File: src/ldpl_pkg.sv
`default_nettype none
// ----------------------------------------------------------------------------
// ldpl_pkg
// Shared types, widths and helpers for the diffuse polygon lighting block.
// ----------------------------------------------------------------------------
package ldpl_pkg;

    localparam int VECTOR_WIDTH = 16;
    localparam int ACCUM_WIDTH  = 12;
    localparam int VEC_SHIFT    = (VECTOR_WIDTH > 16) ? (VECTOR_WIDTH - 16) : 0;
    localparam int ADDR_W       = 5;
    localparam int SQRT_STAGES  = 32;
    localparam int DIV_STAGES   = 15;
    localparam int DOT_FRAC     = 14;
    localparam int LIT_SHIFT    = 22;

    typedef enum logic [2:0] {
        REG_LIGHT_RED   = 3'd0,
        REG_LIGHT_GREEN = 3'd1,
        REG_LIGHT_BLUE  = 3'd2,
        REG_LIGHT_ALPHA = 3'd3,
        REG_DIR_X       = 3'd4,
        REG_DIR_Y       = 3'd5,
        REG_DIR_Z       = 3'd6
    } reg_idx_t;

    typedef struct packed {
        logic                           back_facing;
        logic signed [VECTOR_WIDTH-1:0] normal_x;
        logic signed [VECTOR_WIDTH-1:0] normal_y;
        logic signed [VECTOR_WIDTH-1:0] normal_z;
        logic [8:0]                     refl_red;
        logic [8:0]                     refl_green;
        logic [8:0]                     refl_blue;
        logic [ACCUM_WIDTH-1:0]         acc_alpha;
        logic [ACCUM_WIDTH-1:0]         acc_red;
        logic [ACCUM_WIDTH-1:0]         acc_green;
        logic [ACCUM_WIDTH-1:0]         acc_blue;
    } in_item_t;

    typedef struct packed {
        logic [ACCUM_WIDTH-1:0] lit_alpha;
        logic [ACCUM_WIDTH-1:0] lit_red;
        logic [ACCUM_WIDTH-1:0] lit_green;
        logic [ACCUM_WIDTH-1:0] lit_blue;
    } out_item_t;

    typedef struct packed {
        logic [7:0]         light_red;
        logic [7:0]         light_green;
        logic [7:0]         light_blue;
        logic [7:0]         light_alpha;
        logic signed [15:0] dir_x;
        logic signed [15:0] dir_y;
        logic signed [15:0] dir_z;
    } cfg_t;

    typedef struct packed {
        logic                   back;
        logic                   neg;
        logic                   dz;
        logic [31:0]            mag;
        logic [16:0]            lr_red;
        logic [16:0]            lr_green;
        logic [16:0]            lr_blue;
        logic [ACCUM_WIDTH-1:0] acc_alpha;
        logic [ACCUM_WIDTH-1:0] acc_red;
        logic [ACCUM_WIDTH-1:0] acc_green;
        logic [ACCUM_WIDTH-1:0] acc_blue;
    } side_t;

    // Wide components keep their sign and lose low magnitude bits.
    function automatic logic signed [15:0] vec_to_eff(input logic [VECTOR_WIDTH-1:0] v);
        logic signed [32:0] s;
        logic [32:0]        m;
        s = 33'(signed'(v));
        m = (s < 0) ? 33'(-s) : 33'(s);
        m = m >> VEC_SHIFT;
        return (s < 0) ? -16'(m) : 16'(m);
    endfunction

endpackage
`default_nettype wire

File: src/ldpl_div.sv
`default_nettype none
// ----------------------------------------------------------------------------
// ldpl_div
// Pipelined restoring divider for the Q1.14 dot, one quotient bit per stage.
// ----------------------------------------------------------------------------
module ldpl_div import ldpl_pkg::*; (
    input  wire logic                  aclk,
    input  wire logic                  aresetn,
    input  wire logic                  en,
    input  wire logic                  in_valid,
    input  wire logic [31:0]           in_den,
    input  wire side_t                 in_side,
    output logic                       out_valid,
    output logic [DIV_STAGES-1:0]      out_q,
    output side_t                      out_side
);

    localparam int RW = 32 + DOT_FRAC;

    logic [RW-1:0]         rem_cur  [DIV_STAGES];
    logic [31:0]           den_cur  [DIV_STAGES];
    logic [DIV_STAGES-1:0] q_cur    [DIV_STAGES];
    logic                  v_cur    [DIV_STAGES];
    side_t                 s_cur    [DIV_STAGES];
    logic [RW-1:0]         rem_next [DIV_STAGES];
    logic [DIV_STAGES-1:0] q_next   [DIV_STAGES];
    logic [RW-1:0]         rem_reg  [DIV_STAGES];
    logic [31:0]           den_reg  [DIV_STAGES];
    logic [DIV_STAGES-1:0] q_reg    [DIV_STAGES];
    logic                  v_reg    [DIV_STAGES];
    side_t                 s_reg    [DIV_STAGES];

    assign rem_cur[0] = RW'(in_side.mag) << DOT_FRAC;
    assign den_cur[0] = in_den;
    assign q_cur[0]   = '0;
    assign v_cur[0]   = in_valid;
    assign s_cur[0]   = in_side;

    for (genvar i = 0; i < DIV_STAGES; i++) begin : g_stage
        localparam int SH = DIV_STAGES - 1 - i;
        logic [RW-1:0] dsh;
        if (i > 0) begin : g_link
            assign rem_cur[i] = rem_reg[i-1];
            assign den_cur[i] = den_reg[i-1];
            assign q_cur[i]   = q_reg[i-1];
            assign v_cur[i]   = v_reg[i-1];
            assign s_cur[i]   = s_reg[i-1];
        end
        assign dsh = RW'(den_cur[i]) << SH;
        always_comb begin
            rem_next[i] = rem_cur[i];
            q_next[i]   = q_cur[i];
            if (rem_cur[i] >= dsh) begin
                rem_next[i]  = rem_cur[i] - dsh;
                q_next[i][SH] = 1'b1;
            end
        end
        always_ff @(posedge aclk) begin
            if (!aresetn) begin
                v_reg[i] <= 1'b0;
            end else if (en) begin
                v_reg[i] <= v_cur[i];
            end
        end
        always_ff @(posedge aclk) begin
            if (en) begin
                rem_reg[i] <= rem_next[i];
                den_reg[i] <= den_cur[i];
                q_reg[i]   <= q_next[i];
                s_reg[i]   <= s_cur[i];
            end
        end
    end

    assign out_valid = v_reg[DIV_STAGES-1];
    assign out_q     = q_reg[DIV_STAGES-1];
    assign out_side  = s_reg[DIV_STAGES-1];

endmodule
`default_nettype wire

File: config.mk
export PLATFORM = sky130hd
export DESIGN_NAME = ldpl_div
export DESIGN_NICKNAME = d
export VERILOG_FILES = /design/src/ldpl_pkg.sv /design/src/ldpl_div.sv
export SDC_FILE = /design/constraint.sdc
export NUM_CORES = 2
export LEC_CHECK = 0
export ABC_AREA = 1
export BUFFER_PORTS_ARGS = -buffer_cell sky130_fd_sc_hd__buf_2
export CAP_MARGIN = 10
export CORE_UTILIZATION = 45
export CTS_CLUSTER_SIZE = 10
export DETAILED_ROUTE_END_ITERATION = 12
export PLACE_DENSITY = 0.63
export SYNTH_ARGS = -nofsm -noshare
export SYNTH_HDL_FRONTEND = slang
export SYNTH_SLANG_ARGS = --single-unit
File: constraint.sdc
create_clock -name aclk -period 2.6 [get_ports aclk]
set_input_delay 0.26 -clock aclk [delete_from_list [all_inputs] [get_ports aclk]]
set_output_delay 0.26 -clock aclk [all_outputs]
set_load 0.03 [all_outputs]
==> metrics.txt <==
worst hold path endpoint=den_reg[0][10]; storage element area=0.09404 mm^2; minimum clock period after layout=2.585 ns; area grow syn2layout=22.83%; cell area after layout=0.1760 mm^2; via count of the first global-routing pass=96.63k; Final setup violation count=0; cell area after technology mapping=0.1433 mm^2; I/O pin count=320; worst relative slew slack=0.5493; number of enable-type register cells in the synthesized netlist=3,131; area of the die=0.3207 mm^2; wire length of the first global-routing pass=587,600 um; Root Driver=clkbuf_16; count of maximum capacitance violations=0; number of DRC markers after the initial detailed-route iteration=7,327; Avg Vias per Cell=4.838; Power Density=1004 mW/mm^2; Total Nets Final=16.82k; max FFs per register=2,010; total number of vias=98.85k; hold path depth=2; Crit Reg-Reg Startpoint=rem_reg[1][96]; pin slew with the least headroom to its limit=0.6747 ns; Routed wire per std cell=19.64 um; placed instance area=0.1603 mm^2; Post-DRT Antenna Nets=0; Crit path required time=3.28 ns; most used flip-flop cell after synthesis=edfxtp_1; multi-input gate area in the final layout=0.04147 mm^2; cell count after synthesis=13.93k; core region area=0.3157 mm^2; maximum fanout encountered on the critical timing path=5; start point of the worst min-delay path=in_den[10]; Synth Area per Inst=10.29 um^2; maximum number of pins on one net before global-route repair=117; static power due to leakage=79.26 nW; Starting Density=0.4539; Port Buffers=319; initial antenna violation count=8; outcome=finished, final reports clean; min-delay worst type=input port to flip-flop; Setup Crit Path Kind=flip-flop to flip-flop; hold violation total from the final report=0; number of clock buffers inserted by TritonCTS=367; HPWL after DPL=313,500 um; DRT Wirelength=401,300 um; Data arrival, critical path=3.27 ns; TritonCTS clock tree=done; number of cell instances on the worst register-to-register path=12; endpoint type of the worst setup path=flip-flop; R2R Path End=rem_reg[1][157]; number of rows created at floorplan=206; global-route congestion overflow total=0; Synth Net Count=14.59k; fraction of final layout cells with drive strength greater than 1=0.1606; sinks on the clock net=3,132; level count of the clock H-tree=5; Chip Width=566.3 um; count of yosys warnings during synthesis=0; Yosys cell types=47; GP Congestion=0.9827; maximum frequency from static timing analysis=0.3868 GHz; final worst path period share=0.9942; Total Routing Usage GR=0.2444; CTS Buffer Depth=4; fraction of registers with async set/reset=0; flip-flop and latch count after synthesis=3,132; final-report max-slew violation count=0; Worst Setup Start Kind=flip-flop; internal reg-to-reg setup slack=0.01 ns; Setup TNS=0 ns; maximum clock skew at final layout=0.06664 ns; fill count=27.68k; Skew-Pair Late Insertion Delay=0.96 ns; # DRC=0; sequential cell area fraction in the yosys report=0.6562; Initial DRT Pass Iterations=8; clock-pin slew on the worst setup and hold paths=0.06 ns; height of the die=566.3 um; worst vdd rail ir drop=0.6210 mV
## report_power, final
group	internal, mW	total (mW)	switching, mW
combinational	23.9	62.5	38.7
sequential	64.1	68.3	4.24
clock	26.3	45.8	19.4
total	114	177	62.3
## cells in the mapped netlist, types with 17 or more instances
master,number,area share
xor2_1,233,0.014
buf_2,47,0.0016
nand4_1,136,0.0059
nand3_1,615,0.021
edfxtp_1,3131,0.66
inv_1,2431,0.064
nor3_1,93,0.0032
nand2_2,18,0.00079
nor2_1,915,0.024
buf_4,21,0.0011
nand3b_1,66,0.0035
ha_1,479,0.042
o21ai_0,87,0.0030
nand2_1,5077,0.13
a21oi_1,359,0.013
buf_6,23,0.0018
and2_1,17,0.00074
o21bai_1,28,0.0015
a21oi_2,19,0.0012
## per-layer routing
| layer | up-vias | wire length, um | track usage |
|---|---|---|---|
| met5 | - | 0 | 0 |
| met4 | 0 | 23390 | 0.1211 |
| met3 | 812 | 17000 | 0.02835 |
| met2 | 2395 | 197500 | 0.4264 |
| met1 | 46200 | 163400 | 0.3006 |
| li1 | 49450 | - | - |
## how the worst max path moves through the flow
stage / cells after the start / start / end
global placement: 12 / rem_reg[1][104] / rem_reg[1][162]
finish: 12 / rem_reg[1][96] / rem_reg[1][157]
global route: 12 / den_reg[1][27] / rem_reg[0][172]
floorplan: 16 / in_side[99] / rem_reg[0][33]
CTS: 15 / den_reg[5][34] / rem_reg[1][215]
detailed placement: 12 / rem_reg[1][104] / rem_reg[1][162]
## layout make-up
class	count	area share
flip-flops and latches	3132	0.5342
multi-input cells	8259	0.2356
repair buffers	1949	0.08900
clock buffers	408	0.05329
inverters	2447	0.05234
well taps	4160	0.02957
clock inverters	71	0.005836
repair inverters	1	0.00006397
diodes	4	0.00005686
## worst max-delay path: stages (launching register included)
cell       delay [ns]
edfxtp_1         0.44
buf_4            0.18
ha_4             0.27
ha_2             0.17
nand3_2          0.10
nor3_4           0.29
nand3b_1         0.18
nand3_2          0.17
a21oi_4          0.06
buf_6            0.15
clkbuf_16        0.17
nand2_1          0.07
nand2_1          0.09
## stage by stage
step	hold WS, ns	utilization	cells	setup slack (ns)	total power [mW]
after global placement	0.4001	0.5077	19620	-0.6155	128.2
after floorplan	0.3589	-	13930	0.4027	100.9
after detailed placement	0.4045	0.5077	19620	-0.5887	128.4
after CTS	0.0003113	0.5492	20340	0.00002642	175.4
after global routing	0.02361	0.5575	20430	-0.04436	187.0
final	0.07464	0.5575	20430	0.01497	176.7
## placed cells by master, fill, tap and decap left out, types with 66 or more instances in the layout
cell type	n
nand3b_1	66
nand2_1	4994
clkbuf_16	372
nand2_2	91
o21ai_0	82
nand4_1	136
buf_12	90
xor2_1	233
ha_4	80
buf_2	318
edfxtp_1	3131
a21oi_1	328
nor3_1	84
nor2_1	819
nor2_2	90
nand3_1	590
buf_4	1293
inv_1	2425
dlygate4sd3_1	233
ha_1	368
## cells by family after synthesis
logic type,Yosys count,synth area share
AOI/OAI and AO/OA,505,0.01884
xor gates and xnor gates,248,0.01516
adders and majority gates,493,0.04378
buffers and inverters,2540,0.06882
DFF,3132,0.6562
and+or+nand+nor,7013,0.1972
## what timing repair did
item,CTS,global route
cloned,1,6
endpoints found under the setup margin,185,472
setup buffers,7,81
resized for setup,55,394
hold endpoints to repair,408,0
hold buffers,233,0
pin swaps,4,38
No activity file was read; power rests on OpenSTA's default activity.
