===== config.mk =====
export PLATFORM = sky130hd
export DESIGN_NAME = ldpl_regs
export DESIGN_NICKNAME = d
export VERILOG_FILES = /design/src/ldpl_pkg.sv /design/src/ldpl_regs.sv
export SDC_FILE = /design/constraint.sdc
export NUM_CORES = 1
export LEC_CHECK = 0
export ABC_CLOCK_PERIOD_IN_PS = 7300
export CORE_MARGIN = 3
export CORE_UTILIZATION = 45
export CTS_BUF_LIST = sky130_fd_sc_hd__clkbuf_4
export DETAILED_ROUTE_END_ITERATION = 6
export DONT_BUFFER_PORTS = 1
export PLACE_DENSITY_LB_ADDON = 0.15
export SYNTH_ARGS = -nofsm -noshare
export SYNTH_HDL_FRONTEND = slang
export SYNTH_SLANG_ARGS = --single-unit

===== constraint.sdc =====
create_clock -name aclk -period 7.3 [get_ports aclk]
set_input_delay 0 -clock aclk [delete_from_list [all_inputs] [get_ports aclk]]
set_output_delay 0 -clock aclk [all_outputs]
set_load 0.02 [all_outputs]

===== src/ldpl_pkg.sv =====
`default_nettype none
// ----------------------------------------------------------------------------
// ldpl_pkg
// Shared types, widths and helpers for the diffuse polygon lighting block.
// ----------------------------------------------------------------------------
package ldpl_pkg;

    localparam int VECTOR_WIDTH = 16;
    localparam int ACCUM_WIDTH  = 12;
    localparam int VEC_SHIFT    = (VECTOR_WIDTH > 16) ? (VECTOR_WIDTH - 16) : 0;
    localparam int ADDR_W       = 5;
    localparam int SQRT_STAGES  = 32;
    localparam int DIV_STAGES   = 15;
    localparam int DOT_FRAC     = 14;
    localparam int LIT_SHIFT    = 22;

    typedef enum logic [2:0] {
        REG_LIGHT_RED   = 3'd0,
        REG_LIGHT_GREEN = 3'd1,
        REG_LIGHT_BLUE  = 3'd2,
        REG_LIGHT_ALPHA = 3'd3,
        REG_DIR_X       = 3'd4,
        REG_DIR_Y       = 3'd5,
        REG_DIR_Z       = 3'd6
    } reg_idx_t;

    typedef struct packed {
        logic                           back_facing;
        logic signed [VECTOR_WIDTH-1:0] normal_x;
        logic signed [VECTOR_WIDTH-1:0] normal_y;
        logic signed [VECTOR_WIDTH-1:0] normal_z;
        logic [8:0]                     refl_red;
        logic [8:0]                     refl_green;
        logic [8:0]                     refl_blue;
        logic [ACCUM_WIDTH-1:0]         acc_alpha;
        logic [ACCUM_WIDTH-1:0]         acc_red;
        logic [ACCUM_WIDTH-1:0]         acc_green;
        logic [ACCUM_WIDTH-1:0]         acc_blue;
    } in_item_t;

    typedef struct packed {
        logic [ACCUM_WIDTH-1:0] lit_alpha;
        logic [ACCUM_WIDTH-1:0] lit_red;
        logic [ACCUM_WIDTH-1:0] lit_green;
        logic [ACCUM_WIDTH-1:0] lit_blue;
    } out_item_t;

    typedef struct packed {
        logic [7:0]         light_red;
        logic [7:0]         light_green;
        logic [7:0]         light_blue;
        logic [7:0]         light_alpha;
        logic signed [15:0] dir_x;
        logic signed [15:0] dir_y;
        logic signed [15:0] dir_z;
    } cfg_t;

    typedef struct packed {
        logic                   back;
        logic                   neg;
        logic                   dz;
        logic [31:0]            mag;
        logic [16:0]            lr_red;
        logic [16:0]            lr_green;
        logic [16:0]            lr_blue;
        logic [ACCUM_WIDTH-1:0] acc_alpha;
        logic [ACCUM_WIDTH-1:0] acc_red;
        logic [ACCUM_WIDTH-1:0] acc_green;
        logic [ACCUM_WIDTH-1:0] acc_blue;
    } side_t;

    // Wide components keep their sign and lose low magnitude bits.
    function automatic logic signed [15:0] vec_to_eff(input logic [VECTOR_WIDTH-1:0] v);
        logic signed [32:0] s;
        logic [32:0]        m;
        s = 33'(signed'(v));
        m = (s < 0) ? 33'(-s) : 33'(s);
        m = m >> VEC_SHIFT;
        return (s < 0) ? -16'(m) : 16'(m);
    endfunction

endpackage
`default_nettype wire


===== src/ldpl_regs.sv =====
`default_nettype none
// ----------------------------------------------------------------------------
// ldpl_regs
// Configuration register file behind the APB-style port.
// ----------------------------------------------------------------------------
module ldpl_regs import ldpl_pkg::*; (
    input  wire logic              aclk,
    input  wire logic              aresetn,
    input  wire logic              psel,
    input  wire logic              penable,
    input  wire logic              pwrite,
    input  wire logic [ADDR_W-1:0] paddr,
    input  wire logic [31:0]       pwdata,
    output logic      [31:0]       prdata,
    output logic                   pready,
    output cfg_t                   cfg
);

    cfg_t     cfg_reg, cfg_next;
    reg_idx_t idx;
    logic     wr;

    assign pready = 1'b1;
    assign idx    = reg_idx_t'(paddr[ADDR_W-1:2]);
    assign wr     = psel && penable && pwrite;
    assign cfg    = cfg_reg;

    always_comb begin
        cfg_next = cfg_reg;
        if (wr) begin
            case (idx)
                REG_LIGHT_RED:   cfg_next.light_red   = pwdata[7:0];
                REG_LIGHT_GREEN: cfg_next.light_green = pwdata[7:0];
                REG_LIGHT_BLUE:  cfg_next.light_blue  = pwdata[7:0];
                REG_LIGHT_ALPHA: cfg_next.light_alpha = pwdata[7:0];
                REG_DIR_X:       cfg_next.dir_x = vec_to_eff(pwdata[VECTOR_WIDTH-1:0]);
                REG_DIR_Y:       cfg_next.dir_y = vec_to_eff(pwdata[VECTOR_WIDTH-1:0]);
                REG_DIR_Z:       cfg_next.dir_z = vec_to_eff(pwdata[VECTOR_WIDTH-1:0]);
                default:         cfg_next = cfg_reg;
            endcase
        end
    end

    always_comb begin
        case (idx)
            REG_LIGHT_RED:   prdata = 32'(cfg_reg.light_red);
            REG_LIGHT_GREEN: prdata = 32'(cfg_reg.light_green);
            REG_LIGHT_BLUE:  prdata = 32'(cfg_reg.light_blue);
            REG_LIGHT_ALPHA: prdata = 32'(cfg_reg.light_alpha);
            REG_DIR_X:       prdata = 32'(cfg_reg.dir_x);
            REG_DIR_Y:       prdata = 32'(cfg_reg.dir_y);
            REG_DIR_Z:       prdata = 32'(cfg_reg.dir_z);
            default:         prdata = 32'd0;
        endcase
    end

    always_ff @(posedge aclk) begin
        if (!aresetn) begin
            cfg_reg <= '0;
        end else begin
            cfg_reg <= cfg_next;
        end
    end

endmodule
`default_nettype wire


==> results.yml, run 1 <==
detailed_routing:
  drt-total-wl_um: 13100
  drtPass1Iterations: 5
  antenna_left: 0
  drc: 0
  wire_per_inst_um: 19.4
  first_iter_violations: 300
  num_vias: 3993
  viasPerCell: 5.92
cells_and_area:
  fin_util: 0.506
  area_growth_pct: 6.91
  diodes: 0
  layout-drive-gt1-share: 0.0807
  layout_commonest_cell: "dfxtp_1"
  final_cells: 674
  fill_cells: 953
  final_cell_mix: "dfxtp_1 (80), nor2_1 (72), nand2_1 (56)"
  final_nets: 584
  largest_reg_flops: 80
worst_setup_path:
  max_stage_delay_ps: 570
  cpLargestDelayFamily: "simple AND/OR/NAND/NOR gates"
  cpMostUsedCell: "a31oi_1"
  r2r_end: "cfg[46]"
  crit_buf_inv: 2
  worstPathArrival_ps: 3140
  r2r_start: "cfg[46]"
  worstPathCellList: "inv_1 -> ha_1 -> nor3b_2 -> a31oi_1 -> xnor2_1 -> nand4_2 -> nor4_1 -> mux2i_1 -> a31oi_1 -> dlygate4sd3_1"
  reg2reg_slack_ps: 5890
  endpoint_kind: "flop"
  worst_ep_required_time_ps: 7620
  cp_max_fo: 10
  slowest_stage: "xnor2_1"
  rr_worst_depth: 3
  start_kind: "input pin"
  path_class: "input pin to flop"
power:
  power_w: 0.000771
  ir_worst_vdd_mv: 0.0648
  p_leak_nw: 1.58
  power.density_nw_per_um2: 161
floorplanning:
  die_y_um: 106
  die_width_um: 106
  start_util: 0.473
  num_rows: 35
  fp.dieArea_um2: 11200
  top_level_ports: 155
  fp.coreArea_um2: 9460
cts:
  cts_resized: 0
  clockRootBuffer: "clkbuf_4"
  cts_hold_buf: 25
  clk-insertion-delay-late_ps: 420
  tritoncts: "built"
  clkTransAtPathRegs_ps: 120
  clock_sinks: 80
  numCtsBuffers: 9
  htree_levels: 3
  post_cts_buffers: 0
  cts_buffer_depth: 2
synth:
  synth_area_leader_cell: "dfxtp_1"
  synthCells: 555
  synth_warnings: 0
  ys_ff_latch: 80
  synth_area_leaders: "dfxtp_1 (36%), mux2i_1 (9.6%), nor2_1 (6.1%)"
  yosysUniqueCellTypes: 55
  synth_edf_count: 0
  netlist.area_leader.share: 0.358
  syn_area_per_cell_um2: 8.06
  ys.flop_type: "dfxtp_1"
  syn_nets: 599
  synthArstFlopShare: 0
  ys_seq_area_frac: 0.358
  synth_area_um2: 4470
global_route:
  met1_usage: 0.309
  grt_usage: 0.234
  top_usage_layer: "met2"
  use_met3: 0.0606
  grt_max_degree: 60
  grt-ovfl-total: 0
  grt_pass1_vias: 3768
  grt_pass1_wl_um: 20900
  antenna_found_initial: 0
  grt_use_met2: 0.380
worst_hold_path:
  min_path_cells: 4
  hold_class: "input pin to flop"
  whs_endpoint: "cfg[7]"
  hp-start: "pwdata[7]"
timing:
  max_slew_margin: 0.280
  setup_viol: 0
  finalSetupTns_ps: 0
  fin_skew_ps: 0
  final_max_slew_viol_count: 0
  rsz0062_at_grt: "false"
  hold_viol: 0
  min_period_ps: 2820
  tightestPinTransition_ps: 1070
  fin_crit_sh: 0.386
  fmax_mhz: 355
placement:
  routabilityCongestion: 0.799
  portBuffers: 0
  dp_hpwl_um: 9010
  dp.cells: 633
outcome:
  status: "finished clean"
run:
  maxCapViolCount: 0
## synth_stat cells, drive strengths merged, types with 3 or more instances
cell type and instances:
a211oi 13, a21oi 39, a22o 3, a22oi 3, a31oi 13, a32o 3, buf 26, clkbuf 31
dfxtp 80, inv 8, mux2 8, mux2i 43, mux4 3, nand2 56, nand2b 5, nand3 27
nand4 6, nor2 73, nor2b 5, nor3 12, nor4 3, o21ai 35, o31ai 5, or3 5
xnor2 16, xor2 9
## how the worst max path moves through the flow
stage                   start  endpoint  slack [ps]  depth (start not counted)
finish              pwdata[0]   cfg[46]        4480                         10
global route        pwdata[1]   cfg[46]        4110                         10
CTS                 pwdata[1]   cfg[46]        4510                         10
detailed placement  pwdata[1]   cfg[15]        4480                          9
global placement    pwdata[0]   cfg[15]        4500                          9
floorplan           pwdata[0]   cfg[15]        4610                         11
## routing by layer
metal	vias to the layer above	share of wire
li1	1909	-
met1	1940	0.44
met2	126	0.48
met3	18	0.072
met4	0	0.016
met5	-	0
## where the power goes
group,internal (W),total [W],switching [W]
clock,0.0000723,0.000227,0.000155
sequential,0.000441,0.000450,0.00000901
combinational,0.0000352,0.0000938,0.0000586
total,0.000548,0.000771,0.000223
## per-stage QoR
stage / area [um^2] / worst slack, ps / hold WS, ps
floorplan: 4470 / 4610 / 138
global placement: 4420 / 4500 / 142
detailed placement: 4420 / 4480 / 147
CTS: 4780 / 4510 / 16.5
global route: 4780 / 4110 / 48.6
finish: 4780 / 4480 / 8.79
## area by class of cell
type | instances | area (um^2) | area share
Tap cell | 129 | 161 | 0.0337
Inverter | 9 | 33.8 | 0.00706
Clock inverter | 6 | 36.3 | 0.00759
Timing Repair Buffer | 31 | 308 | 0.0643
Multi-Input combinational cell | 409 | 2570 | 0.537
Clock buffer | 10 | 75.1 | 0.0157
Sequential cell | 80 | 1600 | 0.335
## worst reg2reg max path: cells and delay by family, from the launching register on
| family | cells | cell delay, ps |
|---|---|---|
| buf+inv | 1 | 570 |
| flops | 1 | 480 |
| compound gates | 2 | 320 |
## cell families (layout without fill, tap and decap cells)
family | after synthesis | count (layout) | synth area share
and+or+nand+nor | 200 | 200 | 0.203
other | 1 | 1 | 0.000838
AOI/OAI and AO/OA | 127 | 127 | 0.178
xor gates and xnor gates | 25 | 25 | 0.0506
DFF | 80 | 80 | 0.358
buffers and inverters | 66 | 56 | 0.0721
muxes | 54 | 54 | 0.131
adders and majority gates | 2 | 2 | 0.00559
Note: power is estimated with default switching activity, not from simulation.
==> run 2, diff against run 1 <==
--- a/config.mk
+++ b/config.mk
@@ -5,7 +5,8 @@
 export SDC_FILE = /design/constraint.sdc
 export NUM_CORES = 1
 export LEC_CHECK = 0
-export ABC_CLOCK_PERIOD_IN_PS = 7300
+export ABC_AREA = 1
+export ABC_CLOCK_PERIOD_IN_PS = 2800
 export CORE_MARGIN = 3
 export CORE_UTILIZATION = 45
 export CTS_BUF_LIST = sky130_fd_sc_hd__clkbuf_4
==> constraint.sdc (replaced) <==
create_clock -name aclk -period 2.8 [get_ports aclk]
set_input_delay 0 -clock aclk [delete_from_list [all_inputs] [get_ports aclk]]
set_output_delay 0 -clock aclk [all_outputs]
set_load 0.02 [all_outputs]
==> run 2 against run 1 <==
Against the previous run:
- non-clock buffer count shrank 8
- cell count grew 18%
- combinational power increased to 2.8 times the previous value
- global-route usage is 0.71 points higher
- die area shrank 0.56%
- clock power grew to 3.4 times the previous value
- sequential power rose to 2.6 times the previous value
- sequential share of layout area is 0.14 points higher
- sequential cell count stayed put
- critical path depth up 5
- hold slack improved by 13 ps
- via count up 8.6%
==> results.yml, run 2 <==
worst_setup_path:
  rr_worst_depth: 4
  worst_ep_required_time_ps: 3170
  worstPathArrival_ps: 2930
  path_class: "input pin to flop"
  endpoint_kind: "flop"
  cp_max_fo: 10
  start_kind: "input pin"
placement:
  portBuffers: 0
  dp_hpwl_um: 9790
  routabilityCongestion: 0.869
  dp.cells: 762
  pre_cts_ws_ps: 851
synth:
  synth_most_common_cell: "nand2_1"
  synth_edf_count: 0
  yosysUniqueCellTypes: 38
  syn_area_per_cell_um2: 6.64
  synth_area_leaders: "dfxtp_1 (36%), nand2_1 (11%), inv_1 (8.4%)"
  syn_nets: 714
  synthArstFlopShare: 0
  synth_common_cells: "nand2_1 (134), inv_1 (99), dfxtp_1 (80)"
  synth_area_leader_cell: "dfxtp_1"
  synthCells: 670
  synth_area_um2: 4450
  ys_seq_area_frac: 0.360
  ys_ff_latch: 80
  ys.flop_type: "dfxtp_1"
  synth_warnings: 0
  netlist.area_leader.share: 0.360
timing:
  fin_skew_ps: 0
  timing.final.ws_setup_ps: 238
  finalSetupTns_ps: 0
  hold_viol: 0
  max_slew_margin: 0.266
  rsz0062_at_grt: "false"
  fmax_mhz: 390
  fin_crit_sh: 0.915
  final_max_slew_viol_count: 0
  setup_viol: 0
  tightestPinTransition_ps: 1100
  min_period_ps: 2560
power:
  ir_worst_vdd_mv: 0.245
  power.density_nw_per_um2: 468
  p_leak_nw: 2.26
cells_and_area:
  fill_cells: 969
  regArea_um2: 1600
  multi_input_area_um2: 2200
  area_growth_pct: 7.09
  layout_commonest_cell: "nand2_1"
  final_cells: 796
  largest_reg_flops: 80
  diodes: 0
  fin_util: 0.506
  final_cell_mix: "nand2_1 (134), inv_1 (98), dfxtp_1 (80)"
  layout-drive-gt1-share: 0.0675
  final_nets: 707
cts:
  htree_levels: 3
  clock_sinks: 80
  cts_buffer_depth: 2
  clockRootBuffer: "clkbuf_4"
  clk-insertion-delay-late_ps: 420
  post_cts_buffers: 0
  numCtsBuffers: 9
  tritoncts: "built"
  clkTransAtPathRegs_ps: 130
floorplanning:
  num_rows: 35
  fp.dieArea_um2: 11100
  top_level_ports: 155
  die_width_um: 105
  die_y_um: 105
  fp.coreArea_um2: 9420
  start_util: 0.472
run:
  maxCapViolCount: 0
detailed_routing:
  drtPass1Iterations: 5
  viasPerCell: 5.45
  num_vias: 4335
  first_iter_violations: 205
  drt-total-wl_um: 13500
  wire_per_inst_um: 17.0
  drc: 0
  antenna_left: 0
global_route:
  grt_usage: 0.241
  antenna_found_initial: 0
  grt_pass1_wl_um: 21600
  grt_max_degree: 45
  grt-ovfl-total: 0
  grt_pass1_vias: 4021
worst_hold_path:
  min_path_cells: 5
  hold_class: "input pin to flop"
outcome:
  status: "finished clean"
run 2: kinds of logic (layout without fill, tap and decap cells):
logic type	count (synthesis)	after routing	share of synthesized area
compound gates	164	164	0.202
xor+xnor	7	7	0.0138
fa+ha+maj	2	2	0.00562
buf+inv	150	147	0.148
flops	80	80	0.360
other cells	1	1	0.000843
simple gates	266	266	0.270
run 2: path summary, 6_finish.rpt:
| path | slack (ps) | to | from |
|---|---|---|---|
| min | 20 | cfg[15] | pwdata[14] |
| max reg2reg | 870 | cfg[51] | cfg[51] |
| min reg2reg | 660 | cfg[59] | cfg[59] |
| max | 240 | cfg[31] | pwdata[0] |
run 2: power by group:
group / total, W / internal [W] / switching [W]
registers: 0.00118 / 0.00115 / 0.0000318
logic: 0.000266 / 0.0000789 / 0.000187
clock network: 0.000778 / 0.000369 / 0.000409
run 2: layout make-up:
cell class                 count  area share
clock buffer                  10      0.0158
clock inverter                 5      0.0171
inverter                     109      0.0869
multi-input combinational    440       0.462
sequential                    80       0.336
tap                          129      0.0339
timing repair buffer          23      0.0483
run 2: per-layer routing:
layer  share of wire  vias up  GRT usage
met4          0.0080        0     0.0665
met1            0.45     2015      0.327
li1                -     2150          -
met3           0.087        8     0.0655
met2            0.46      162      0.377
met5               0        -          0
run 2: critical path: stages:
cell and delay, ps:
dlygate4sd3_1 570, inv_2 170, ha_1 270, nand2_1 70
nand2_1 90, nor2_1 130, nand3_1 110, nor2_1 150
nand2_1 110, nor2_4 130, nand3_2 100, o21bai_1 140
nand3_1 150, dlygate4sd3_1 630, a21oi_1 110
run 2: what timing repair did:
action	in CTS	in global routing
endpoints found under the hold margin	74	0
gates resized for setup	0	1
hold buffers	19	0
endpoints found under the setup margin	0	1
run 2: stage by stage:
stage	power [W]	hold slack, ps	instance area, um^2
after detailed placement	0.00144	146	4410
final	0.00223	21.6	4760
after CTS	0.00224	2.72	4760
after floorplan	0.00140	199	4450
after global routing	0.00232	49.2	4760
after global placement	0.00144	143	4410
